`config.mk`:
```
export PLATFORM = sky130hd
export DESIGN_NAME = ssic_ctrl
export DESIGN_NICKNAME = d
export VERILOG_FILES = /design/src/rtl/ssic_pkg.sv /design/src/rtl/ssic_ctrl.sv
export SDC_FILE = /design/constraint.sdc
export NUM_CORES = 1
export LEC_CHECK = 0
export BUFFER_PORTS_ARGS = -buffer_cell sky130_fd_sc_hd__clkbuf_2
export CAP_MARGIN = 20
export CORE_AREA = 4 4 41 43
export CTS_CLUSTER_SIZE = 14
export DETAILED_ROUTE_END_ITERATION = 12
export DIE_AREA = 0 0 45 47
export PLACE_DENSITY = 0.43
export SYNTH_ARGS = -nofsm -noshare
export SYNTH_HDL_FRONTEND = slang
export SYNTH_SLANG_ARGS = --single-unit
export TNS_END_PERCENT = 1
```
`constraint.sdc`:
```
create_clock -name clk -period 2.65 [get_ports clk]
set_clock_uncertainty 0.15 [all_clocks]
set_input_delay 0.1325 -clock clk [delete_from_list [all_inputs] [get_ports clk]]
set_output_delay 0.1325 -clock clk [all_outputs]
set_load 0.03 [all_outputs]
```
`src/rtl/ssic_pkg.sv`:
```
`default_nettype none

package ssic_pkg;

    localparam int LIST_CAPACITY = 1024;
    localparam int ADDR_W        = $clog2(LIST_CAPACITY);
    localparam int LEN_W         = $clog2(LIST_CAPACITY + 1);
    localparam int ID_W          = 32;
    localparam int CMD_W         = 2;
    localparam int COUNT_W       = 11;

    localparam logic [CMD_W-1:0] CMD_PUSH_FIRST  = CMD_W'(0);
    localparam logic [CMD_W-1:0] CMD_PUSH_SECOND = CMD_W'(1);
    localparam logic [CMD_W-1:0] CMD_COUNT       = CMD_W'(2);

    // controller to datapath
    typedef struct packed {
        logic push_first;
        logic push_second;
        logic walk_clear;
        logic walk_step;
        logic report;
    } ssic_cmd_t;

    // datapath to controller
    typedef struct packed {
        logic in_range;
    } ssic_status_t;

endpackage

`default_nettype wire

```
`src/rtl/ssic_ctrl.sv`:
```
`default_nettype none

module ssic_ctrl
    import ssic_pkg::*;
(
    input  wire logic             clk,
    input  wire logic             rst_n,
    input  wire logic             start,
    input  wire logic [CMD_W-1:0] command,
    input  wire ssic_status_t     status,
    output ssic_cmd_t             cmd,
    output logic                  busy,
    output logic                  done
);

    typedef enum logic [1:0] {
        ST_IDLE,
        ST_CHECK,
        ST_COMPARE
    } state_t;

    state_t state_reg;
    state_t state_next;
    logic   done_reg;
    logic   done_next;
    logic   accept;

    assign busy   = (state_reg != ST_IDLE);
    assign done   = done_reg;
    assign accept = start && (state_reg == ST_IDLE);

    always_comb
    begin
        state_next      = state_reg;
        done_next       = 1'b0;
        cmd.push_first  = 1'b0;
        cmd.push_second = 1'b0;
        cmd.walk_clear  = 1'b0;
        cmd.walk_step   = 1'b0;
        cmd.report      = 1'b0;
        case (state_reg)
            ST_IDLE:
            begin
                if (accept)
                begin
                    cmd.push_first  = (command == CMD_PUSH_FIRST);
                    cmd.push_second = (command == CMD_PUSH_SECOND);
                    if (command == CMD_COUNT)
                    begin
                        cmd.walk_clear = 1'b1;
                        state_next     = ST_CHECK;
                    end
                end
            end
            ST_CHECK:
            begin
                // store data for the current pointers is read this cycle
                if (status.in_range)
                begin
                    state_next = ST_COMPARE;
                end
                else
                begin
                    cmd.report = 1'b1;
                    done_next  = 1'b1;
                    state_next = ST_IDLE;
                end
            end
            ST_COMPARE:
            begin
                cmd.walk_step = 1'b1;
                state_next    = ST_CHECK;
            end
            default:
            begin
                state_next = ST_IDLE;
            end
        endcase
    end

    always_ff @(posedge clk or negedge rst_n)
    begin
        if (!rst_n)
        begin
            state_reg <= ST_IDLE;
            done_reg  <= 1'b0;
        end
        else
        begin
            state_reg <= state_next;
            done_reg  <= done_next;
        end
    end

    a_done_single: assert property (@(posedge clk) disable iff (!rst_n)
        done_reg |=> !done_reg)
        else $error("done strobe longer than one cycle");

    a_done_on_release: assert property (@(posedge clk) disable iff (!rst_n)
        $fell(busy) |-> done_reg)
        else $error("busy dropped without a result");

    a_step_in_walk: assert property (@(posedge clk) disable iff (!rst_n)
        cmd.walk_step |-> $past(status.in_range))
        else $error("walk step without pointers in range");

endmodule

`default_nettype wire

```
### Word-level counts from Yosys, hierarchy flattened

Cells that the tools add are included.

* logic and storage cells: 23
* output and inout port bits: 7
* input bits: 6
* register bits after elaboration: 3

* equality and inequality tests: 6
* reductions and logical operators: 5
* muxes and demuxes: 10

Operators by type and width (count)
* $mux W2: 3
* $mux W3: 2
* $pmux W2 S3: 1
* $eq A2 B1 Y1 const B: 2
* $eq A2 B2 Y1 const B: 2
* $logic_not A2 Y1: 2
* $mux W1: 4
* $ne A2 B1 Y1 const B: 1
* $ne A2 B2 Y1 const B: 1
* $reduce_and A2 Y1: 1
* $reduce_bool A2 Y1: 1
* $logic_and A1 B1 Y1: 1

### Logic depth before layout (Yosys ltp)

Gate-level depths: netlist of run 1.

* depth after elaboration: 4
* depth in mapped cells: 2

### Worst setup path before layout of run 1

OpenSTA, ideal clock, no wires.

* path type: register to output
* from: register state_reg[1]
* to: output cmd[4] (netlist bit)
* stages on the path, launching flop included: 3
* path slack: 1414 ps
* required time: 2368 ps
* buffers on the path: 0
* data arrival time: 954 ps
* path through: dfrtp_1 nor2_2 nor4bb_4

RTL lines
* start, declared: line ssic_ctrl.sv:22 `state_t state_reg;`
* start signal, assigned: line ssic_ctrl.sv:90 `state_reg <= state_next;`
* end, declared: line ssic_ctrl.sv:11 `output ssic_cmd_t cmd,`

==> results of run 1 <==
-- cell usage in the layout, fill, tap and decap left out --
cell	count
sky130_fd_sc_hd__clkbuf_2	12
sky130_fd_sc_hd__clkbuf_4	3
sky130_fd_sc_hd__dfrtp_1	3
sky130_fd_sc_hd__inv_1	2
sky130_fd_sc_hd__and4b_1	2
sky130_fd_sc_hd__dlygate4sd3_1	2
sky130_fd_sc_hd__nor2_2	1
sky130_fd_sc_hd__nor2_1	1
sky130_fd_sc_hd__nor4bb_4	1
sky130_fd_sc_hd__nor3b_1	1
sky130_fd_sc_hd__nand3b_1	1
sky130_fd_sc_hd__a21oi_1	1
sky130_fd_sc_hd__and3_1	1
sky130_fd_sc_hd__clkbuf_1	1
-- cell type report --
| class | count | area, um^2 |
|---|---|---|
| Timing Repair Buffer | 14 | 80.1 |
| Clock buffer | 4 | 26.3 |
| Sequential cell | 3 | 75.1 |
| Multi-Input combinational cell | 9 | 81.3 |
| Inverter | 2 | 7.51 |
| Fill cell | 146 | 1010 |
| Tap cell | 15 | 18.8 |
-- routing by layer --
layer  share of wire, %  vias to the layer above  wire, um
met1                 37                       74       176
met5                  0                        -         0
met4                  0                        0         0
li1                   -                       85         -
met3                 17                        0        81
met2                 46                       13       224
-- through the flow --
step	setup WS, ps	total power, mW	hold WS (ps)
6_report	1070	0.171	59.6
3_3_place_gp	1380	0.0875	-224
5_1_grt	959	0.188	71.8
4_1_cts	1070	0.176	57.1
2_1_floorplan	1410	0.0757	-313
3_5_place_dp	1340	0.0894	-217
-- path summary, 6_finish.rpt --
kind / to / slack, ps / cells past startpoint
worst max-delay path: cmd[0] / 1070 / 4
worst min-delay path: state_reg[0]$_DFFE_PN0P_ / 60 / 3
worst max register to register: done$_DFF_PN0_ / 1690 / 1
worst min register to register: state_reg[0]$_DFFE_PN0P_ / 360 / 1
max in group asynchronous: state_reg[1]$_DFFE_PN0P_ / 2160 / 2
min in group asynchronous: done$_DFF_PN0_ / 80 / 2
-- worst max-delay path: stages --
cell,delay [ps]
sky130_fd_sc_hd__dlygate4sd3_1,540
sky130_fd_sc_hd__clkbuf_2,110
sky130_fd_sc_hd__nor3b_1,260
sky130_fd_sc_hd__clkbuf_2,260
-- what timing repair did --
| action | CTS | global route |
|---|---|---|
| setup buffers | 0 | 0 |
| setup endpoints to repair | 0 | 0 |
| hold buffers | 2 | 0 |
| hold endpoints to repair | 4 | 0 |
-- power groups by stage --
stage          combinational (mW)  sequential (mW)  clock (mW)
2_1_floorplan              0.0227           0.0530           0
3_3_place_gp               0.0359           0.0516           0
3_5_place_dp               0.0373           0.0521           0
4_1_cts                    0.0398           0.0515      0.0850
5_1_grt                    0.0424           0.0519      0.0937
6_report                   0.0390           0.0515      0.0801
-- kinds of logic (layout without fill, tap and decap cells) --
kind of cell | count (synthesis) | after routing | share of synthesized area, %
and+or+nand+nor | 8 | 8 | 44.5
AOI/OAI and AO/OA | 1 | 1 | 2.92
buffers and inverters | 3 | 20 | 8.76
DFF | 3 | 3 | 43.8
==> run summary, run 1 <==
### Pwr
• cell area power density: 590 nW/um^2
• highest ir drop seen on vdd: 177 uV
• Lkg Pwr: 0.166 nW
• clock network power share: 47.0%
• Internal: 0.121 mW
• Sequential Power Share: 30.2%
• combinational power share: 22.9%
• Net Sw Power: 0.0498 mW
• proportion of total power due to net switching: 29.2%

### Layout
• final standard cell utilization of the core: 22.2%
• ANT cells: 0
• Non-Filler Cell Area, Final: 289 um^2
• final instance count without filler cells: 47
• share of cells above drive strength 1: 53.1%
• Layout area overhead: 68.6%
• number of flip-flops in the largest register: 2
• layout net count: 39

### Clock network
• clock tree buffer depth: 2
• CTS tree: yes
• H-tree Lvls: 1
• cts bufs inserted: 3
• clock network latency to the later pin of the worst-skew pair: 230 ps
• CTS Sinks: 3
• CTS clk-pin slew, worst paths: 40 ps
• Resize count post-CTS: 0
• clk root buf: sky130_fd_sc_hd__clkbuf_4

### Yosys
• most area-hungry cell type in the Yosys netlist: sky130_fd_sc_hd__dfrtp_1
• Cell variety after synth: 11
• sequential share of the synthesized area: 43.8%
• total of flip-flops plus latches after synthesis: 3
• most frequent cells after synthesis: 3 x sky130_fd_sc_hd__dfrtp_1, 2 x sky130_fd_sc_hd__and4b_1, 2 x sky130_fd_sc_hd__inv_1
• syn_nets: 21
• Synth Instances: 15
• dominant synthesized flop cell: sky130_fd_sc_hd__dfrtp_1
• average footprint of a synthesized cell: 11.4 um^2
• fraction of post-synthesis cell area in the top cell type by area: 43.8%
• total of warnings raised by yosys: 0
• synthesized cell area: 171 um^2
• proportion of synthesized flip-flops having asynchronous set or reset: 100%
• EDFF count, synth: 0
• main area contributors after synthesis: sky130_fd_sc_hd__dfrtp_1 44%, sky130_fd_sc_hd__nor4bb_4 15%, sky130_fd_sc_hd__and4b_1 12%
• most used standard cell by instance count after synthesis: sky130_fd_sc_hd__dfrtp_1

### Floorplanning
• core region area: 1300 um^2
• x dimension of the die: 45 um
• Rows: 13
• I/O pin count: 13
• die footprint: 2120 um^2
• die outline height: 47 um
• effective utilization at floorplan: 13.2%

### GRT
• met3 routing resource usage after global routing: 2.30%
• grt ovf: 0
• number of global-route vias before repair: 200
• met2 usage in global routing: 9.04%
• grt peak-use layer: met2
• total global routing track utilization: 6.02%
• pin count of the biggest net entering global routing: 6
• number of antenna violations at the first check in global routing: 0
• wire length of the first global-routing pass: 834 um
• met1 GRT Util: 5.95%

### STA
• total setup violations reported at the end of the flow: 0
• unrepaired setup endpoints after global routing: false
• actual transition at the worst max-transition pin: 271 ps
• Final Max Tran Viols: 0
• slew margin rel.: 81.9%
• setup TNS: 0 ps
• clock period minus final worst setup slack: 1580 ps
• Fin. Hold Viols: 0
• maximum clock frequency: 0.633 GHz
• fin crit share: 59.6%

### Drt
• detailed router's first-iteration violation count: 0
• remaining design rule violation count: 0
• via count: 172
• DRT antenna net count: 0
• WL/cell: 10.3 um
• drt total wl: 482 um
• first-pass iteration count of the detailed router: 1
• average via count per standard cell: 3.66

### Placement
• area after detailed placement: 243 um^2
• final weighted congestion in routability-driven placement: 0.711
• count of buffers from port buffering: 12
• number of placed cells counting well taps: 41

### Status
• outcome: finished clean

### Min path
• HP Start: start
• path category of the worst min-delay check: in -> reg

### Critical path
• worst path required time: 2370 ps
• CP Launch Type: input pin
• Crit Path Class: in -> out
• endpoint kind of the worst setup timing path: output pin
• critical path peak fanout: 2
• CP Data Arrival Time: 1300 ps
• startpoint of the most critical register-to-register path: state_reg[0]$_DFFE_PN0P_
• worst setup path startpoint: status

### Flow run
• Max-Cap Viols: 0

No activity file was read; power rests on OpenSTA's default activity.
==> run 2: changes to the inputs <==
==> constraint.sdc (replaced) <==
create_clock -name clk -period 1.6 [get_ports clk]
set_clock_uncertainty 0.15 [all_clocks]
set_input_delay 0.08 -clock clk [delete_from_list [all_inputs] [get_ports clk]]
set_output_delay 0.08 -clock clk [all_outputs]
set_load 0.03 [all_outputs]
==> run 2 against run 1 <==
First-iteration DRC count stayed put; clock power is 67% higher; via count is 1.7% higher; non-clock buffer count stayed put; die area stayed put; register-to-register slack worse by 1100 ps; sequential share of layout area is 0.66 points lower; sequential power is 69% higher; hold slack worse by 32 ps; design area is 2.6% higher; combinational power is 72% higher; setup slack worse by 960 ps; critical path type unchanged; critical endpoint unchanged.
==> run summary, run 2 (synthesis gave the netlist of run 1 again) <==
### Flow run
• Max-Cap Viols: 0, unchanged

### Layout
• share of cells above drive strength 1: 53.1%, unchanged
• most common library cell in the layout ignoring fill and taps: sky130_fd_sc_hd__clkbuf_2
• ANT cells: 0, unchanged
• final instance count without filler cells: 47, unchanged
• Layout area overhead: 73.0%
• layout net count: 39, unchanged
• number of flip-flops in the largest register: 2, unchanged
• commonest cells after routing, fill and taps aside: 11 x sky130_fd_sc_hd__clkbuf_2, 4 x sky130_fd_sc_hd__clkbuf_4, 3 x sky130_fd_sc_hd__dfrtp_1

### Min path
• HP Start: start
• number of stages on the worst hold path: 3, unchanged
• end point of the worst hold path: state_reg[0]$_DFFE_PN0P_
• path category of the worst min-delay check: in -> reg

### Drt
• first-pass iteration count of the detailed router: 1, unchanged
• drt total wl: 552 um, +15%
• average via count per standard cell: 3.72, +1.7%
• detailed router's first-iteration violation count: 0, unchanged
• WL/cell: 11.7 um, +15%
• via count: 175, +1.7%
• DRT antenna net count: 0, unchanged
• remaining design rule violation count: 0, unchanged

### Clock network
• CTS tree: yes
• H-tree Lvls: 1, unchanged
• clk root buf: sky130_fd_sc_hd__clkbuf_4
• clock network latency to the later pin of the worst-skew pair: 230 ps, about the same
• CTS Sinks: 3, unchanged
• CTS clk-pin slew, worst paths: 40 ps, about the same
• clock tree buffer depth: 2, unchanged
• cts bufs inserted: 3, unchanged
• # Post-CTS Setup Buffers: 0, unchanged

### STA
• maximum clock frequency: 0.670 GHz
• clock period minus final worst setup slack: 1490 ps
• total setup violations reported at the end of the flow: 0, unchanged
• fin crit share: 93.3%
• unrepaired setup endpoints after global routing: false
• Fin. Hold Viols: 0, unchanged
• Final Max Tran Viols: 0, unchanged
• setup TNS: 0 ps, unchanged
• actual transition at the worst max-transition pin: 277 ps, +6.13 ps
• slew margin rel.: 81.5%, -0.41 points

### Pwr
• highest ir drop seen on vdd: 278 uV, +57%
• Sequential Power Share: 30.2%, about the same
• Lkg Pwr: 0.169 nW, +1.3%
• combinational power share: 23.4%, +0.5 points
• proportion of total power due to net switching: 29.9%, +0.71 points
• Internal: 0.202 mW, +67%
• clock network power share: 46.5%, -0.5 points
• cell area power density: 970 nW/um^2, +64%
• Net Sw Power: 0.0861 mW, +73%

### Status
• outcome: finished clean

### Critical path
• number of cells traversed by the worst register-to-register path: 1, unchanged
• CP Launch Type: input pin
• flop2flop setup slack: 600 ps, -1090 ps
• worst path required time: 1370 ps, -1000 ps
• endpoint kind of the worst setup timing path: output pin
• startpoint of the most critical register-to-register path: state_reg[0]$_DFFE_PN0P_
• CP Data Arrival Time: 1260 ps, -40 ps
• critical path peak fanout: 2, unchanged
• Crit Path Class: in -> out
• terminus of the critical flop-to-flop path: done$_DFF_PN0_

### Floorplanning
• effective utilization at floorplan: 13.2%, unchanged
• Rows: 13, unchanged
• die footprint: 2120 um^2, unchanged
• x dimension of the die: 45 um, unchanged
• I/O pin count: 13, unchanged
• die outline height: 47 um, unchanged
• core region area: 1300 um^2, unchanged

### GRT
• total global routing track utilization: 6.10%, +0.084 points
• number of global-route vias before repair: 200, unchanged
• wire length of the first global-routing pass: 834 um, unchanged
• grt ovf: 0, unchanged
• pin count of the biggest net entering global routing: 6, unchanged
• number of antenna violations at the first check in global routing: 0, unchanged

### Placement
• final weighted congestion in routability-driven placement: 0.741, +4.2%
• count of buffers from port buffering: 12, unchanged
• number of placed cells counting well taps: 41, unchanged

-- run 2: worst max path at each step --
| stage | start | endpoint | slack [ps] | cells past startpoint |
|---|---|---|---|---|
| after global routing | status | cmd[0] | 20 | 4 |
| after detailed placement | state_reg[1]$_DFFE_PN0P_ | cmd[4] | 300 | 3 |
| after global placement | state_reg[1]$_DFFE_PN0P_ | cmd[4] | 390 | 3 |
| final | status | cmd[0] | 110 | 4 |
| after floorplan | state_reg[1]$_DFFE_PN0P_ | cmd[4] | 420 | 2 |
| after CTS | state_reg[1]$_DFFE_PN0P_ | cmd[4] | 50 | 3 |
-- run 2: per-layer routing --
metal	vias up	routed length (um)	global-route usage (%)	part of all wire [%]
met5	-	0	0	0
met4	0	0	7.02	0
met3	0	70	1.53	13
met2	13	273	9.89	49
met1	76	208	5.96	38
li1	86	-	-	-
-- run 2: critical path, cell delays in order --
cell                            delay, ps
sky130_fd_sc_hd__dlygate4sd3_1        530
sky130_fd_sc_hd__clkbuf_2             120
sky130_fd_sc_hd__nor3b_1              260
sky130_fd_sc_hd__clkbuf_2             270
-- run 2: cell type report --
| cell class | count | area [um^2] |
|---|---|---|
| clock buffer | 4 | 26.3 |
| fill | 147 | 1000 |
| inverter | 2 | 7.51 |
| multi-input combinational | 9 | 86.3 |
| sequential | 3 | 75.1 |
| tap | 15 | 18.8 |
| timing repair buffer | 14 | 82.6 |
-- run 2: per-stage QoR --
step | worst slack (ps) | hold WS (ps) | power (mW) | instance area (um^2) | utilization [%]
finish | 108 | 28.0 | 0.288 | 297 | 22.8
CTS | 48.4 | 12.8 | 0.293 | 289 | 22.2
floorplan | 416 | -366 | 0.125 | 171 | -
global placement | 394 | -276 | 0.145 | 243 | 18.7
detailed placement | 302 | -271 | 0.149 | 243 | 18.7
global route | 16.5 | 32.0 | 0.315 | 297 | 22.8
-- run 2: power by group through the flow --
stage | combinational (mW) | sequential (mW) | clock [mW]
3_5_place_dp | 0.0625 | 0.0865 | 0
2_1_floorplan | 0.0376 | 0.0878 | 0
6_report | 0.0672 | 0.0868 | 0.134
5_1_grt | 0.0724 | 0.0873 | 0.155
3_3_place_gp | 0.0595 | 0.0856 | 0
4_1_cts | 0.0666 | 0.0855 | 0.141
-- run 2: timing repair --
item                                    in CTS  in global routing
endpoints found under the setup margin       0                  1
hold buffers                                 2                  0
resized for setup                            0                  3
hold endpoints to repair                     5                  0
==> run 3: changes to the inputs <==
--- a/config.mk
+++ b/config.mk
@@ -7,11 +7,13 @@
 export LEC_CHECK = 0
 export BUFFER_PORTS_ARGS = -buffer_cell sky130_fd_sc_hd__clkbuf_2
 export CAP_MARGIN = 20
+export CELL_PAD_IN_SITES_DETAIL_PLACEMENT = 1
+export CELL_PAD_IN_SITES_GLOBAL_PLACEMENT = 2
 export CORE_AREA = 4 4 41 43
 export CTS_CLUSTER_SIZE = 14
 export DETAILED_ROUTE_END_ITERATION = 12
 export DIE_AREA = 0 0 45 47
-export PLACE_DENSITY = 0.43
+export PLACE_DENSITY = 0.63
 export SYNTH_ARGS = -nofsm -noshare
 export SYNTH_HDL_FRONTEND = slang
 export SYNTH_SLANG_ARGS = --single-unit
==> constraint.sdc (replaced) <==
create_clock -name clk -period 1.3 [get_ports clk]
set_clock_uncertainty 0.15 [all_clocks]
set_input_delay 0.065 -clock clk [delete_from_list [all_inputs] [get_ports clk]]
set_output_delay 0.065 -clock clk [all_outputs]
set_load 0.03 [all_outputs]
==> run 3 against run 2 <==
The flow now finishes with violations (negative setup slack); hold slack got worse by 17 ps; sequential cell count is the same; setup slack got worse by 230 ps; design area is 35% higher; critical path depth shrank 1; via count up 21%; largest cell class is now buffers.
==> run summary, run 3 (synthesis gave the netlist of run 1 again) <==
### GRT
• total global routing track utilization: 7.84%, +1.7 points
• grt ovf: 0, unchanged
• number of antenna violations at the first check in global routing: 0, unchanged
• wire length of the first global-routing pass: 1060 um, +27%
• pin count of the biggest net entering global routing: 5, -1
• number of global-route vias before repair: 256, +28%

### Drt
• via count: 211, +21%
• detailed router's first-iteration violation count: 1, +1
• first-pass iteration count of the detailed router: 4, +3
• average via count per standard cell: 4.06, +9.0%
• remaining design rule violation count: 0, unchanged
• drt total wl: 660 um, +20%
• WL/cell: 12.7 um, +8.1%
• DRT antenna net count: 0, unchanged

### STA
• total setup violations reported at the end of the flow: 4, +4
• maximum clock frequency: 0.702 GHz
• worst setup margin: -125 ps, -233 ps
• clock period minus final worst setup slack: 1420 ps
• Final Max Tran Viols: 0, unchanged
• fin crit share: 110%
• Fin. Hold Viols: 0, unchanged
• actual transition at the worst max-transition pin: 207 ps, -70.6 ps
• unrepaired setup endpoints after global routing: true
• slew margin rel.: 86.2%, +4.7 points

### Layout
• Non-Filler Cell Area, Final: 400 um^2, +35%
• ANT cells: 0, unchanged
• most common library cell in the layout ignoring fill and taps: sky130_fd_sc_hd__clkbuf_2
• layout net count: 44, +13%
• Layout area overhead: 134%
• share of cells above drive strength 1: 67.6%, +14 points
• number of flip-flops in the largest register: 2, unchanged
• final standard cell utilization of the core: 30.8%, +8.0 points
• commonest cells after routing, fill and taps aside: 6 x sky130_fd_sc_hd__clkbuf_2, 5 x sky130_fd_sc_hd__clkbuf_8, 4 x sky130_fd_sc_hd__dlygate4sd3_1

### Critical path
• number of cells traversed by the worst register-to-register path: 2, +1
• CP Data Arrival Time: 1210 ps, -50 ps
• worst path required time: 1090 ps, -280 ps
• flop2flop setup slack: 270 ps, -330 ps
• terminus of the critical flop-to-flop path: done$_DFF_PN0_
• CP Launch Type: flip-flop
• startpoint of the most critical register-to-register path: state_reg[1]$_DFFE_PN0P_
• critical path peak fanout: 2, unchanged
• endpoint kind of the worst setup timing path: output pin
• Crit Path Class: reg -> out

### Placement
• count of buffers from port buffering: 12, unchanged
• final weighted congestion in routability-driven placement: 0.717, -3.2%
• area after detailed placement: 243 um^2, unchanged

### Floorplanning
• effective utilization at floorplan: 13.2%, unchanged
• die footprint: 2120 um^2, unchanged
• x dimension of the die: 45 um, unchanged
• die outline height: 47 um, unchanged
• I/O pin count: 13, unchanged
• Rows: 13, unchanged
• core region area: 1300 um^2, unchanged

### Pwr
• Lkg Pwr: 0.204 nW, +21%
• cell area power density: 984 nW/um^2, +1.4%
• highest ir drop seen on vdd: 434 uV, +56%

### Clock network
• clock network latency to the later pin of the worst-skew pair: 230 ps, about the same
• CTS Sinks: 3, unchanged
• H-tree Lvls: 1, unchanged
• cts bufs inserted: 3, unchanged
• CTS clk-pin slew, worst paths: 40 ps, about the same
• clk root buf: sky130_fd_sc_hd__clkbuf_4
• clock tree buffer depth: 2, unchanged
• CTS tree: yes

### Status
• outcome: finished with violations
• violations in the final reports: negative setup slack

### Min path
• HP Start: command[1]
• end point of the worst hold path: state_reg[0]$_DFFE_PN0P_
• path category of the worst min-delay check: in -> reg
• number of stages on the worst hold path: 3, unchanged

### Flow run
• Max-Cap Viols: 0, unchanged

run 3: cell types whose count changed in the layout (fill, tap and decap cells not counted), moves of 2 or more:
cell and delta:
sky130_fd_sc_hd__buf_4 +3, sky130_fd_sc_hd__clkbuf_2 -5, sky130_fd_sc_hd__clkbuf_8 +5, sky130_fd_sc_hd__dlygate4sd3_1 +2, sky130_fd_sc_hd__inv_1 -2, sky130_fd_sc_hd__inv_2 +2
run 3: final cells by class:
cell class | instances | area [um^2]
inverters | 2 | 7.51
repair buffers | 19 | 173
flip-flops and latches | 3 | 76.3
fillers | 152 | 901
well taps | 15 | 18.8
clock buffers | 4 | 26.3
multi-input cells | 9 | 98.8
run 3: layer usage:
metal  vias to the layer above  global-route usage [%]  wire (um)
li1                         98                       -          -
met1                       100                    5.26        185
met2                        13                    15.8        409
met3                         0                    4.21         65
met4                         0                    5.26          0
met5                         -                       0          0
run 3: how the worst max path moves through the flow:
stage	start	endpoint	slack (ps)	cells after the start
6_report	state_reg[1]$_DFFE_PN0P_	cmd[0]	-120	3
5_1_grt	state_reg[0]$_DFFE_PN0P_	cmd[4]	-220	3
4_1_cts	state_reg[0]$_DFFE_PN0P_	cmd[4]	-160	3
3_5_place_dp	state_reg[0]$_DFFE_PN0P_	cmd[4]	60	3
3_3_place_gp	state_reg[1]$_DFFE_PN0P_	cmd[4]	100	3
2_1_floorplan	state_reg[1]$_DFFE_PN0P_	cmd[4]	130	2
run 3: report_power, final:
part	switching, mW	internal [mW]
clock network	0.0501	0.115
registers	0.00604	0.0998
logic	0.0590	0.0638
total	0.115	0.279
run 3: critical path: stages (launching register included):
cell	delay, ps
sky130_fd_sc_hd__dfrtp_2	420
sky130_fd_sc_hd__buf_4	150
sky130_fd_sc_hd__nor3b_2	210
sky130_fd_sc_hd__clkbuf_8	200
run 3: through the flow:
step | worst slack, ps | power (mW) | instances | hold slack [ps] | TNS (ps)
2_1_floorplan | 131 | 0.154 | 15 | -381 | 0
3_3_place_gp | 104 | 0.179 | 41 | -291 | 0
3_5_place_dp | 59.9 | 0.183 | 41 | -285 | 0
4_1_cts | -159 | 0.392 | 51 | 14.1 | -518
5_1_grt | -224 | 0.417 | 52 | 37.9 | -775
6_report | -125 | 0.394 | 52 | 11.1 | -380
run 3: timing repair:
| action | in CTS | in global routing |
|---|---|---|
| pin swaps | 3 | 1 |
| endpoints found under the setup margin | 4 | 6 |
| setup buffers | 2 | 1 |
| hold endpoints to repair | 6 | 0 |
| resized for setup | 13 | 7 |
| hold buffers | 4 | 0 |
